## src/rtl/sqat_pkg.sv

```systemverilog
// Shared constants and queue entry type for the shell quote argument tokenizer.
`timescale 1ns / 1ps

package sqat_pkg;

    // Characters that steer quoting and word splitting
    localparam logic [7:0] C_BSLASH = 8'h5C;
    localparam logic [7:0] C_DQUOTE = 8'h22;
    localparam logic [7:0] C_SQUOTE = 8'h27;
    localparam logic [7:0] C_DOLLAR = 8'h24;
    localparam logic [7:0] C_BTICK  = 8'h60;
    localparam logic [7:0] C_SPACE  = 8'h20;

    // Most beats that one input byte can produce
    localparam int unsigned MAX_BEATS = 3;

    // Default depth of the queue between front and back
    localparam int unsigned QUEUE_DEPTH = 4;

    // One queue entry: all beats caused by one input byte
    typedef struct packed {
        logic                       last;   // entry closes the line
        logic                       mark;   // empty end marker, no byte carried
        logic [1:0]                 cnt;    // number of beats, 1 to 3
        logic [MAX_BEATS-1:0][7:0]  bytes;  // beat bytes, beat 0 in slot 0
    } t_entry;

endpackage

```

## src/rtl/sqat_front.sv

```systemverilog
// Front end: accepts raw bytes, tracks quoting state and builds queue entries.
`timescale 1ns / 1ps

module sqat_front (
    input  logic              i_clk,
    input  logic              i_rst_n,
    input  logic              i_valid,
    input  logic [7:0]        i_in_byte,
    input  logic              i_in_last,
    input  logic              i_full,
    output logic              o_stall,
    output logic              o_push,
    output sqat_pkg::t_entry  o_entry
);

    // Working copy of the scanner state plus the beats built so far
    typedef struct packed {
        logic                                 iq;   // inside quotes
        logic                                 qd;   // open quote is double
        logic                                 ln;   // next byte is literal
        logic                                 ae;   // previous byte was escaped
        logic                                 bp;   // backslash pending in double quotes
        logic                                 wo;   // word open
        logic                                 awe;  // some word emitted
        logic [1:0]                           n;
        logic [sqat_pkg::MAX_BEATS-1:0][7:0]  b;
    } t_work;

    function automatic t_work put_raw(t_work w, logic [7:0] c);
        t_work r;
        r = w;
        if (r.n != 2'd3) begin
            r.b[r.n] = c;
            r.n      = r.n + 2'd1;
        end
        return r;
    endfunction

    function automatic t_work add_byte(t_work w, logic [7:0] c);
        t_work r;
        r = w;
        if (!r.wo) begin
            if (r.awe) begin
                r = put_raw(r, sqat_pkg::C_SPACE);
            end
            r.wo  = 1'b1;
            r.awe = 1'b1;
        end
        r = put_raw(r, c);
        return r;
    endfunction

    function automatic t_work plain_byte(t_work w, logic [7:0] c);
        t_work r;
        r = w;
        if (c == sqat_pkg::C_BSLASH) begin
            if (r.iq) begin
                if (r.qd) begin
                    r.bp = 1'b1;
                end else begin
                    r = add_byte(r, c);
                end
            end else begin
                r.ln = 1'b1;
            end
        end else begin
            if ((c == sqat_pkg::C_SQUOTE || c == sqat_pkg::C_DQUOTE) && !r.ae) begin
                if (r.iq) begin
                    if (c == (r.qd ? sqat_pkg::C_DQUOTE : sqat_pkg::C_SQUOTE)) begin
                        r.iq = 1'b0;
                    end else begin
                        r = add_byte(r, c);
                    end
                end else begin
                    r.iq = 1'b1;
                    r.qd = (c == sqat_pkg::C_DQUOTE);
                end
            end else if (c == sqat_pkg::C_SPACE && !r.iq) begin
                r.wo = 1'b0;
            end else begin
                r = add_byte(r, c);
            end
            r.ae = 1'b0;
        end
        return r;
    endfunction

    logic  r_iq, r_qd, r_ln, r_ae, r_bp, r_wo, r_awe;
    t_work w_start;
    t_work w_done;
    logic  w_accept;

    assign o_stall  = i_full;
    assign w_accept = i_valid && !i_full;

    // Classify the byte and build its beats
    always_comb begin
        w_start     = '0;
        w_start.iq  = r_iq;
        w_start.qd  = r_qd;
        w_start.ln  = r_ln;
        w_start.ae  = r_ae;
        w_start.bp  = r_bp;
        w_start.wo  = r_wo;
        w_start.awe = r_awe;
        w_done      = w_start;
        if (w_start.ln) begin
            w_done    = add_byte(w_start, i_in_byte);
            w_done.ln = 1'b0;
            if (!w_start.iq) begin
                w_done.ae = 1'b1;
            end
        end else if (w_start.bp) begin
            w_done.bp = 1'b0;
            if (i_in_byte == sqat_pkg::C_DQUOTE || i_in_byte == sqat_pkg::C_BSLASH ||
                i_in_byte == sqat_pkg::C_DOLLAR || i_in_byte == sqat_pkg::C_BTICK) begin
                w_done = add_byte(w_done, i_in_byte);
            end else begin
                w_done = add_byte(w_done, sqat_pkg::C_BSLASH);
                w_done = plain_byte(w_done, i_in_byte);
            end
        end else begin
            w_done = plain_byte(w_start, i_in_byte);
        end
        // Flush a backslash still pending at end of line
        if (i_in_last && w_done.bp) begin
            w_done = add_byte(w_done, sqat_pkg::C_BSLASH);
        end
    end

    // Form the queue entry; an empty line end still gets a marker beat
    always_comb begin
        o_entry.last  = i_in_last;
        o_entry.mark  = (w_done.n == 2'd0);
        o_entry.cnt   = (w_done.n == 2'd0) ? 2'd1 : w_done.n;
        o_entry.bytes = (w_done.n == 2'd0) ? '0 : w_done.b;
        o_push        = w_accept && (w_done.n != 2'd0 || i_in_last);
    end

    // Hold scanner state; return to reset at end of line
    always_ff @(posedge i_clk) begin
        if (!i_rst_n) begin
            r_iq  <= 1'b0;
            r_qd  <= 1'b0;
            r_ln  <= 1'b0;
            r_ae  <= 1'b0;
            r_bp  <= 1'b0;
            r_wo  <= 1'b0;
            r_awe <= 1'b0;
        end else if (w_accept) begin
            if (i_in_last) begin
                r_iq  <= 1'b0;
                r_qd  <= 1'b0;
                r_ln  <= 1'b0;
                r_ae  <= 1'b0;
                r_bp  <= 1'b0;
                r_wo  <= 1'b0;
                r_awe <= 1'b0;
            end else begin
                r_iq  <= w_done.iq;
                r_qd  <= w_done.qd;
                r_ln  <= w_done.ln;
                r_ae  <= w_done.ae;
                r_bp  <= w_done.bp;
                r_wo  <= w_done.wo;
                r_awe <= w_done.awe;
            end
        end
    end

endmodule

```

## src/rtl/sqat_queue.sv

```systemverilog
// Small queue of beat groups between the front and back ends.
`timescale 1ns / 1ps

module sqat_queue #(
    parameter int unsigned P_DEPTH = sqat_pkg::QUEUE_DEPTH
) (
    input  logic              i_clk,
    input  logic              i_rst_n,
    input  logic              i_push,
    input  sqat_pkg::t_entry  i_entry,
    input  logic              i_pop,
    output sqat_pkg::t_entry  o_head,
    output logic              o_empty,
    output logic              o_full
);

    localparam int unsigned PW = (P_DEPTH > 1) ? $clog2(P_DEPTH) : 1;
    localparam int unsigned CW = $clog2(P_DEPTH + 1);

    sqat_pkg::t_entry r_mem [P_DEPTH];
    logic [PW-1:0]    r_wr_ptr;
    logic [PW-1:0]    r_rd_ptr;
    logic [CW-1:0]    r_count;
    logic [PW-1:0]    n_wr_ptr;
    logic [PW-1:0]    n_rd_ptr;

    assign o_empty = (r_count == '0);
    assign o_full  = (r_count == CW'(P_DEPTH));
    assign o_head  = r_mem[r_rd_ptr];

    // Advance pointers with wrap at the depth
    always_comb begin
        n_wr_ptr = (r_wr_ptr == PW'(P_DEPTH - 1)) ? '0 : r_wr_ptr + 1'b1;
        n_rd_ptr = (r_rd_ptr == PW'(P_DEPTH - 1)) ? '0 : r_rd_ptr + 1'b1;
    end

    // Store pushed entries
    always_ff @(posedge i_clk) begin
        if (i_push) begin
            r_mem[r_wr_ptr] <= i_entry;
        end
    end

    // Track fill level
    always_ff @(posedge i_clk) begin
        if (!i_rst_n) begin
            r_wr_ptr <= '0;
            r_rd_ptr <= '0;
            r_count  <= '0;
        end else begin
            if (i_push) begin
                r_wr_ptr <= n_wr_ptr;
            end
            if (i_pop) begin
                r_rd_ptr <= n_rd_ptr;
            end
            if (i_push && !i_pop) begin
                r_count <= r_count + 1'b1;
            end else if (i_pop && !i_push) begin
                r_count <= r_count - 1'b1;
            end
        end
    end

endmodule

```

## src/rtl/sqat_back.sv

```systemverilog
// Back end: unpacks queue entries into single output beats behind a register.
`timescale 1ns / 1ps

module sqat_back (
    input  logic              i_clk,
    input  logic              i_rst_n,
    input  sqat_pkg::t_entry  i_head,
    input  logic              i_empty,
    output logic              o_pop,
    output logic              o_valid,
    input  logic              i_stall,
    output logic [7:0]        o_out_byte,
    output logic              o_byte_valid,
    output logic              o_out_last
);

    typedef struct packed {
        logic [7:0] data;
        logic       bv;
        logic       last;
    } t_beat;

    function automatic t_beat get_beat(sqat_pkg::t_entry e, logic [1:0] idx);
        t_beat r;
        r.data = e.bytes[idx];
        r.bv   = !e.mark;
        r.last = e.last && (idx == e.cnt - 2'd1);
        return r;
    endfunction

    sqat_pkg::t_entry r_ent;
    logic [1:0]       r_idx;
    logic             r_busy;
    logic             r_valid;
    t_beat            r_beat;

    sqat_pkg::t_entry n_ent;
    logic [1:0]       n_idx;
    logic             n_busy;
    logic             n_valid;
    t_beat            n_beat;
    logic             w_load;

    assign w_load = !r_valid || !i_stall;

    // Pick the next beat: rest of the held entry first, else the queue head
    always_comb begin
        o_pop   = 1'b0;
        n_ent   = r_ent;
        n_idx   = r_idx;
        n_busy  = r_busy;
        n_valid = r_valid;
        n_beat  = r_beat;
        if (w_load) begin
            if (r_busy) begin
                n_beat  = get_beat(r_ent, r_idx);
                n_valid = 1'b1;
                n_idx   = r_idx + 2'd1;
                if (r_idx == r_ent.cnt - 2'd1) begin
                    n_busy = 1'b0;
                end
            end else if (!i_empty) begin
                o_pop   = 1'b1;
                n_beat  = get_beat(i_head, 2'd0);
                n_valid = 1'b1;
                if (i_head.cnt != 2'd1) begin
                    n_busy = 1'b1;
                    n_ent  = i_head;
                    n_idx  = 2'd1;
                end
            end else begin
                n_valid = 1'b0;
            end
        end
    end

    // Hold control state
    always_ff @(posedge i_clk) begin
        if (!i_rst_n) begin
            r_busy  <= 1'b0;
            r_valid <= 1'b0;
            r_idx   <= 2'd0;
        end else begin
            r_busy  <= n_busy;
            r_valid <= n_valid;
            r_idx   <= n_idx;
        end
    end

    // Hold payload
    always_ff @(posedge i_clk) begin
        r_ent  <= n_ent;
        r_beat <= n_beat;
    end

    assign o_valid      = r_valid;
    assign o_out_byte   = r_beat.data;
    assign o_byte_valid = r_beat.bv;
    assign o_out_last   = r_beat.last;

endmodule

```

## src/rtl/shell_quote_arg_tokenizer.sv

```systemverilog
// Top level of the shell quote argument tokenizer.
// Input channel: one command line byte per beat on i_in_byte, with i_in_last
// on the final byte of the line; a beat is taken when i_valid is high and
// o_stall is low. Output channel: one cleaned byte per beat on o_out_byte,
// o_byte_valid low for the empty end marker, o_out_last on the line's final
// beat; a beat leaves when o_valid is high and i_stall is low.
// The first beat caused by an input byte is written into the queue when
// that byte is taken and then moved into the output register once the back
// end has finished any earlier entry and the output is not stalled.
// Throughput: one input byte per cycle while o_stall is low; the output
// register gives one beat per cycle while i_stall is low. A byte may cause
// up to three beats (separator space, held backslash, the byte itself), and
// the queue absorbs them; o_stall rises only when it is full.
// Reset clears quoting state, the queue and the output valid flag; no beat is
// presented until new input arrives. While i_stall holds, the output beat
// stays put, the queue fills and then o_stall holds off further input.
`timescale 1ns / 1ps

module shell_quote_arg_tokenizer #(
    parameter int unsigned P_QUEUE_DEPTH = sqat_pkg::QUEUE_DEPTH
) (
    input  logic       i_clk,
    input  logic       i_rst_n,
    input  logic       i_valid,
    output logic       o_stall,
    input  logic [7:0] i_in_byte,
    input  logic       i_in_last,
    output logic       o_valid,
    input  logic       i_stall,
    output logic [7:0] o_out_byte,
    output logic       o_byte_valid,
    output logic       o_out_last
);

    sqat_pkg::t_entry w_push_entry;
    sqat_pkg::t_entry w_head;
    logic             w_push;
    logic             w_pop;
    logic             w_empty;
    logic             w_full;

    sqat_front u_front (
        .i_clk     (i_clk),
        .i_rst_n   (i_rst_n),
        .i_valid   (i_valid),
        .i_in_byte (i_in_byte),
        .i_in_last (i_in_last),
        .i_full    (w_full),
        .o_stall   (o_stall),
        .o_push    (w_push),
        .o_entry   (w_push_entry)
    );

    sqat_queue #(
        .P_DEPTH (P_QUEUE_DEPTH)
    ) u_queue (
        .i_clk   (i_clk),
        .i_rst_n (i_rst_n),
        .i_push  (w_push),
        .i_entry (w_push_entry),
        .i_pop   (w_pop),
        .o_head  (w_head),
        .o_empty (w_empty),
        .o_full  (w_full)
    );

    sqat_back u_back (
        .i_clk        (i_clk),
        .i_rst_n      (i_rst_n),
        .i_head       (w_head),
        .i_empty      (w_empty),
        .o_pop        (w_pop),
        .o_valid      (o_valid),
        .i_stall      (i_stall),
        .o_out_byte   (o_out_byte),
        .o_byte_valid (o_byte_valid),
        .o_out_last   (o_out_last)
    );

endmodule
```

## config.mk

```make
export PLATFORM = sky130hd
export DESIGN_NAME = shell_quote_arg_tokenizer
export DESIGN_NICKNAME = d
export VERILOG_FILES = /design/src/rtl/sqat_pkg.sv /design/src/rtl/sqat_front.sv /design/src/rtl/sqat_queue.sv /design/src/rtl/sqat_back.sv /design/src/rtl/shell_quote_arg_tokenizer.sv
export SDC_FILE = /design/constraint.sdc
export NUM_CORES = 1
export LEC_CHECK = 0
export BUFFER_PORTS_ARGS = -buffer_cell sky130_fd_sc_hd__buf_2
export CAP_MARGIN = 20
export CORE_MARGIN = 2
export CORE_UTILIZATION = 55
export CTS_CLUSTER_SIZE = 10
export DETAILED_ROUTE_END_ITERATION = 7
export GPL_TIMING_DRIVEN = 0
export PLACE_DENSITY_LB_ADDON = 0.12
export SYNTH_ARGS = -nofsm -noshare
export SYNTH_HDL_FRONTEND = slang
export SYNTH_SLANG_ARGS = --single-unit
```

## constraint.sdc

```tcl
create_clock -name i_clk -period 5.7 [get_ports i_clk]
set_input_delay 1.14 -clock i_clk [delete_from_list [all_inputs] [get_ports i_clk]]
set_output_delay 1.14 -clock i_clk [all_outputs]
set_load 0.05 [all_outputs]
```

==> reports/metrics.cfg <==
[run_status]
run_status = finished clean

[clocking]
cts.hold.buffers_added = 0
cts_resized = 0
clock_insertion_delay_worst_skew_ps = 420
cts-root-buf = sky130_fd_sc_hd__clkbuf_16
level_count_of_the_clock_h_tree = 4
clock_tree_from_tritoncts = built
cts.sink_count = 170
cts.path.max_buffers = 2
numCtsBuffers = 17
clk_transition_reported_paths_ps = 70
postCtsSetupRepairBufs = 0

[sta]
setup_viol_count_final = 0
final.setup.worst_slack_ps = 728.6
totalNegativeSetupSlack_ps = 0
layout_min_cycle_time_ps = 4971
timing_hold_violations_final = 0
tcrit_tclk_final_pct = 87.22
holdWs_ps = 501.6
relSlewSlack_pct = 42.50
report.final.slew_viol_count = 0
rsz0062_at_grt = false
worst_slew_pin_slew_ps = 862.5
fmax_mhz = 201.2
fin_worst_skew_ps = 12.98

[layout]
final_cell_area_um2 = 8670
register_area_um2 = 4905
filler_cell_count = 1060
areaGrowthSynthToFinish_pct = 12.50
diodes = 0
multiInputGateArea_um2 = 2590
layout-drive-gt1-share_pct = 19.90
nets = 603
layoutNonFillerInstCount = 768

[setup_path]
worstPathMaxFanout = 10
crit_path_end_kind = flip-flop
worst_setup_path_start_kind = input pin
critPathRequiredTime_ps = 6050
worst_ep_arrival_time_ps = 5320
criticalPathCategory = in -> reg

[logic_synthesis]
postSynthNetCount = 562
synth_xor_area_share_pct = 0.5683
synth_seq_cells = 170
async_sr_flop_fraction_pct = 0
warning_count_from_the_yosys_run = 0
area_share_of_the_largest_cell_type_after_synthesis_pct = 58.45
muxShareOfSynthArea_pct = 10.72
netlist_instances = 534
post_synth.cell_area_avg_um2 = 14.43
yosys-top-cells-area = sky130_fd_sc_hd__edfxtp_1 (58%), sky130_fd_sc_hd__mux4_2 (8.2%), sky130_fd_sc_hd__dfxtp_1 (5.2%)
number_of_enable_type_register_cells_in_the_synthesized_netlist = 150
synth_top_family_by_area = multiplexers
most_area_hungry_cell_type_in_the_yosys_netlist = sky130_fd_sc_hd__edfxtp_1
synth_adder_area_share_pct = 2.663
dominant_register_cell_in_the_synthesized_netlist = sky130_fd_sc_hd__edfxtp_1
synth_compound_area_share_pct = 9.563
ys_seq_area_share_pct = 63.65
fraction_of_the_mapped_netlist_area_in_simple_logic_gates_pct = 10.03
post_synthesis_cell_type_count = 74
syn-cell-area_um2 = 7706

[route]
drc_errors = 0
ant_nets = 0
avgViaCountPerCell = 6.018
route.detailed.wl_per_inst_um = 20.04
dr_total_vias = 4622
first_pass_iters = 5
dr.first_iter.drc_count = 331
routed_wl_um = 15390

[die]
design.die.area_um2 = 14970
core_um2 = 13770
die_height_um = 122.4
count_of_standard_cell_rows = 43
chipWidth_um = 122.4
starting_density_of_the_core_pct = 55.95
design.portCount = 25

[placed_design]
dp_hpwl_um = 10690
place.detailed.instances = 734
preCtsSetupSlack_ps = 298.3
detailed_place.area_um2 = 8036
globalplace.congestion = 0.8969
portBuffers = 20

[grt]
grt_start_max_net_pins = 30
via_count_of_the_first_global_routing_pass = 4582
track_usage_pct = 22.20
grt_first_pass_wirelength_um = 24290
gr-total-overflow = 0
initial_antenna_violation_count = 0

[power]
leakagePower_nw = 2.992
power.density_cell_area_nw_per_um2 = 461.2
vdd_ir_drop_max_v = 0.0002047

[hold_path]
min-delay-path-class = reg -> reg

[run]
max-cap-violations = 0

-- report_power, final --
group	leakage [nW]	internal [W]	switching (W)
logic	1.13	0.000386	0.000686
clock network	0.293	0.000692	0.000459
registers	1.57	0.00170	0.0000754
total	2.99	0.00278	0.00122
-- layout by cell type (no fill, tap or decap), types with 3 or more instances in the layout --
cell type and n:
sky130_fd_sc_hd__edfxtp_1 150, sky130_fd_sc_hd__nor2_1 36, sky130_fd_sc_hd__a21oi_1 33, sky130_fd_sc_hd__o21ai_0 29, sky130_fd_sc_hd__mux4_2 28, sky130_fd_sc_hd__nand2_1 25, sky130_fd_sc_hd__buf_2 25, sky130_fd_sc_hd__dfxtp_1 20
sky130_fd_sc_hd__nor3_1 19, sky130_fd_sc_hd__mux2i_1 17, sky130_fd_sc_hd__clkbuf_16 17, sky130_fd_sc_hd__inv_1 16, sky130_fd_sc_hd__clkbuf_1 15, sky130_fd_sc_hd__ha_1 14, sky130_fd_sc_hd__o21a_1 9, sky130_fd_sc_hd__nor3b_1 8
sky130_fd_sc_hd__nand2b_1 7, sky130_fd_sc_hd__and2_1 6, sky130_fd_sc_hd__buf_6 5, sky130_fd_sc_hd__nand3_1 5, sky130_fd_sc_hd__a31oi_1 5, sky130_fd_sc_hd__xor2_1 4, sky130_fd_sc_hd__o211ai_1 4, sky130_fd_sc_hd__and2_2 4
sky130_fd_sc_hd__inv_6 4, sky130_fd_sc_hd__buf_4 3, sky130_fd_sc_hd__or2_2 3, sky130_fd_sc_hd__and3_1 3, sky130_fd_sc_hd__or3_1 3, sky130_fd_sc_hd__bufinv_16 3, sky130_fd_sc_hd__clkinv_2 3
-- cell families after synthesis --
kind of cell,after synthesis
compound gates,110
buf+inv,44
simple gates,142
xor+xnor,5
fa+ha+maj,16
mux,47
flops,170
-- worst paths after layout --
check | startpoint | to | slack, ps | cells after the start
worst max-delay path | i_in_byte[0] | u_queue.r_count[2] | 730 | 17
worst min-delay path | u_queue.r_wr_ptr[1] | u_queue.r_wr_ptr[1] | 500 | 2
worst max register to register | u_front.r_qd | u_queue.r_count[2] | 1260 | 16
worst min register to register | u_queue.r_wr_ptr[1] | u_queue.r_wr_ptr[1] | 500 | 2
-- cell type report --
cell class	count	share of cell area, %
Inverter	17	0.7360
Clock inverter	14	1.948
Multi-Input combinational cell	320	29.87
Buffer	27	1.761
Clock buffer	18	4.950
Tap cell	180	2.598
Sequential cell	170	56.57
Timing Repair Buffer	22	1.559
-- critical path, stage by stage --
cell and delay [ps]:
sky130_fd_sc_hd__clkbuf_1 430, sky130_fd_sc_hd__and3b_1 310, sky130_fd_sc_hd__nor2_1 50, sky130_fd_sc_hd__nor3_1 370, sky130_fd_sc_hd__inv_1 130, sky130_fd_sc_hd__ha_1 290, sky130_fd_sc_hd__mux2_2 260, sky130_fd_sc_hd__mux2i_1 230
sky130_fd_sc_hd__mux2i_2 180, sky130_fd_sc_hd__a211oi_4 600, sky130_fd_sc_hd__a21oi_2 230, sky130_fd_sc_hd__ha_1 280, sky130_fd_sc_hd__inv_1 80, sky130_fd_sc_hd__fa_1 180, sky130_fd_sc_hd__xor2_1 80, sky130_fd_sc_hd__or3_1 310
sky130_fd_sc_hd__a21oi_1 140
-- state kept, by name, indices dropped and copies added (netlist names), named ones only --
name                 flops
u_back.o_byte_valid      1
u_back.o_out_byte        8
u_back.o_out_last        1
u_back.o_valid           1
u_back.r_busy            1
u_back.r_ent            28
u_back.r_idx             2
u_front.r_ae             1
u_front.r_awe            1
u_front.r_bp             1
u_front.r_iq             1
u_front.r_ln             1
u_front.r_qd             1
u_front.r_wo             1
u_queue.r_count          3
u_queue.r_mem          112
u_queue.r_rd_ptr         2
u_queue.r_wr_ptr         2
-- per-layer routing --
metal / wire length, um / vias up / share of wire (%) / global-route usage (%)
met4: 123 / 0 / 0.80 / 6.466
met3: 709 / 8 / 4.6 / 5.112
met5: 0 / - / 0 / 0
met1: 6855 / 2347 / 45 / 29.40
met2: 7704 / 113 / 50 / 36.94
li1: - / 2154 / - / -
-- through the flow --
stage                     util (%)  power (W)
after floorplan                  -   0.002578
after global placement       58.31   0.002824
after detailed placement     58.35   0.002848
after CTS                    62.69   0.004002
after global routing         62.95   0.004181
final                        62.95   0.003999
-- synth_stat cells (3+ instances only) --
cell	number
sky130_fd_sc_hd__edfxtp_1	150
sky130_fd_sc_hd__nand2_1	25
sky130_fd_sc_hd__o21ai_0	29
sky130_fd_sc_hd__or3_1	3
sky130_fd_sc_hd__nand2b_1	7
sky130_fd_sc_hd__nor3_1	19
sky130_fd_sc_hd__or2_2	3
sky130_fd_sc_hd__inv_1	16
sky130_fd_sc_hd__nor2_1	36
sky130_fd_sc_hd__nand3_1	5
sky130_fd_sc_hd__dfxtp_1	20
sky130_fd_sc_hd__a21oi_1	33
sky130_fd_sc_hd__a31oi_1	5
sky130_fd_sc_hd__ha_1	14
sky130_fd_sc_hd__clkbuf_1	14
sky130_fd_sc_hd__xor2_1	4
sky130_fd_sc_hd__o21a_1	9
sky130_fd_sc_hd__mux2i_1	17
sky130_fd_sc_hd__and3_1	3
sky130_fd_sc_hd__mux4_2	28
sky130_fd_sc_hd__o211ai_1	4
sky130_fd_sc_hd__nor3b_1	8
sky130_fd_sc_hd__buf_2	5
sky130_fd_sc_hd__buf_6	5
sky130_fd_sc_hd__and2_1	10
(Power assumes the default switching activity.)
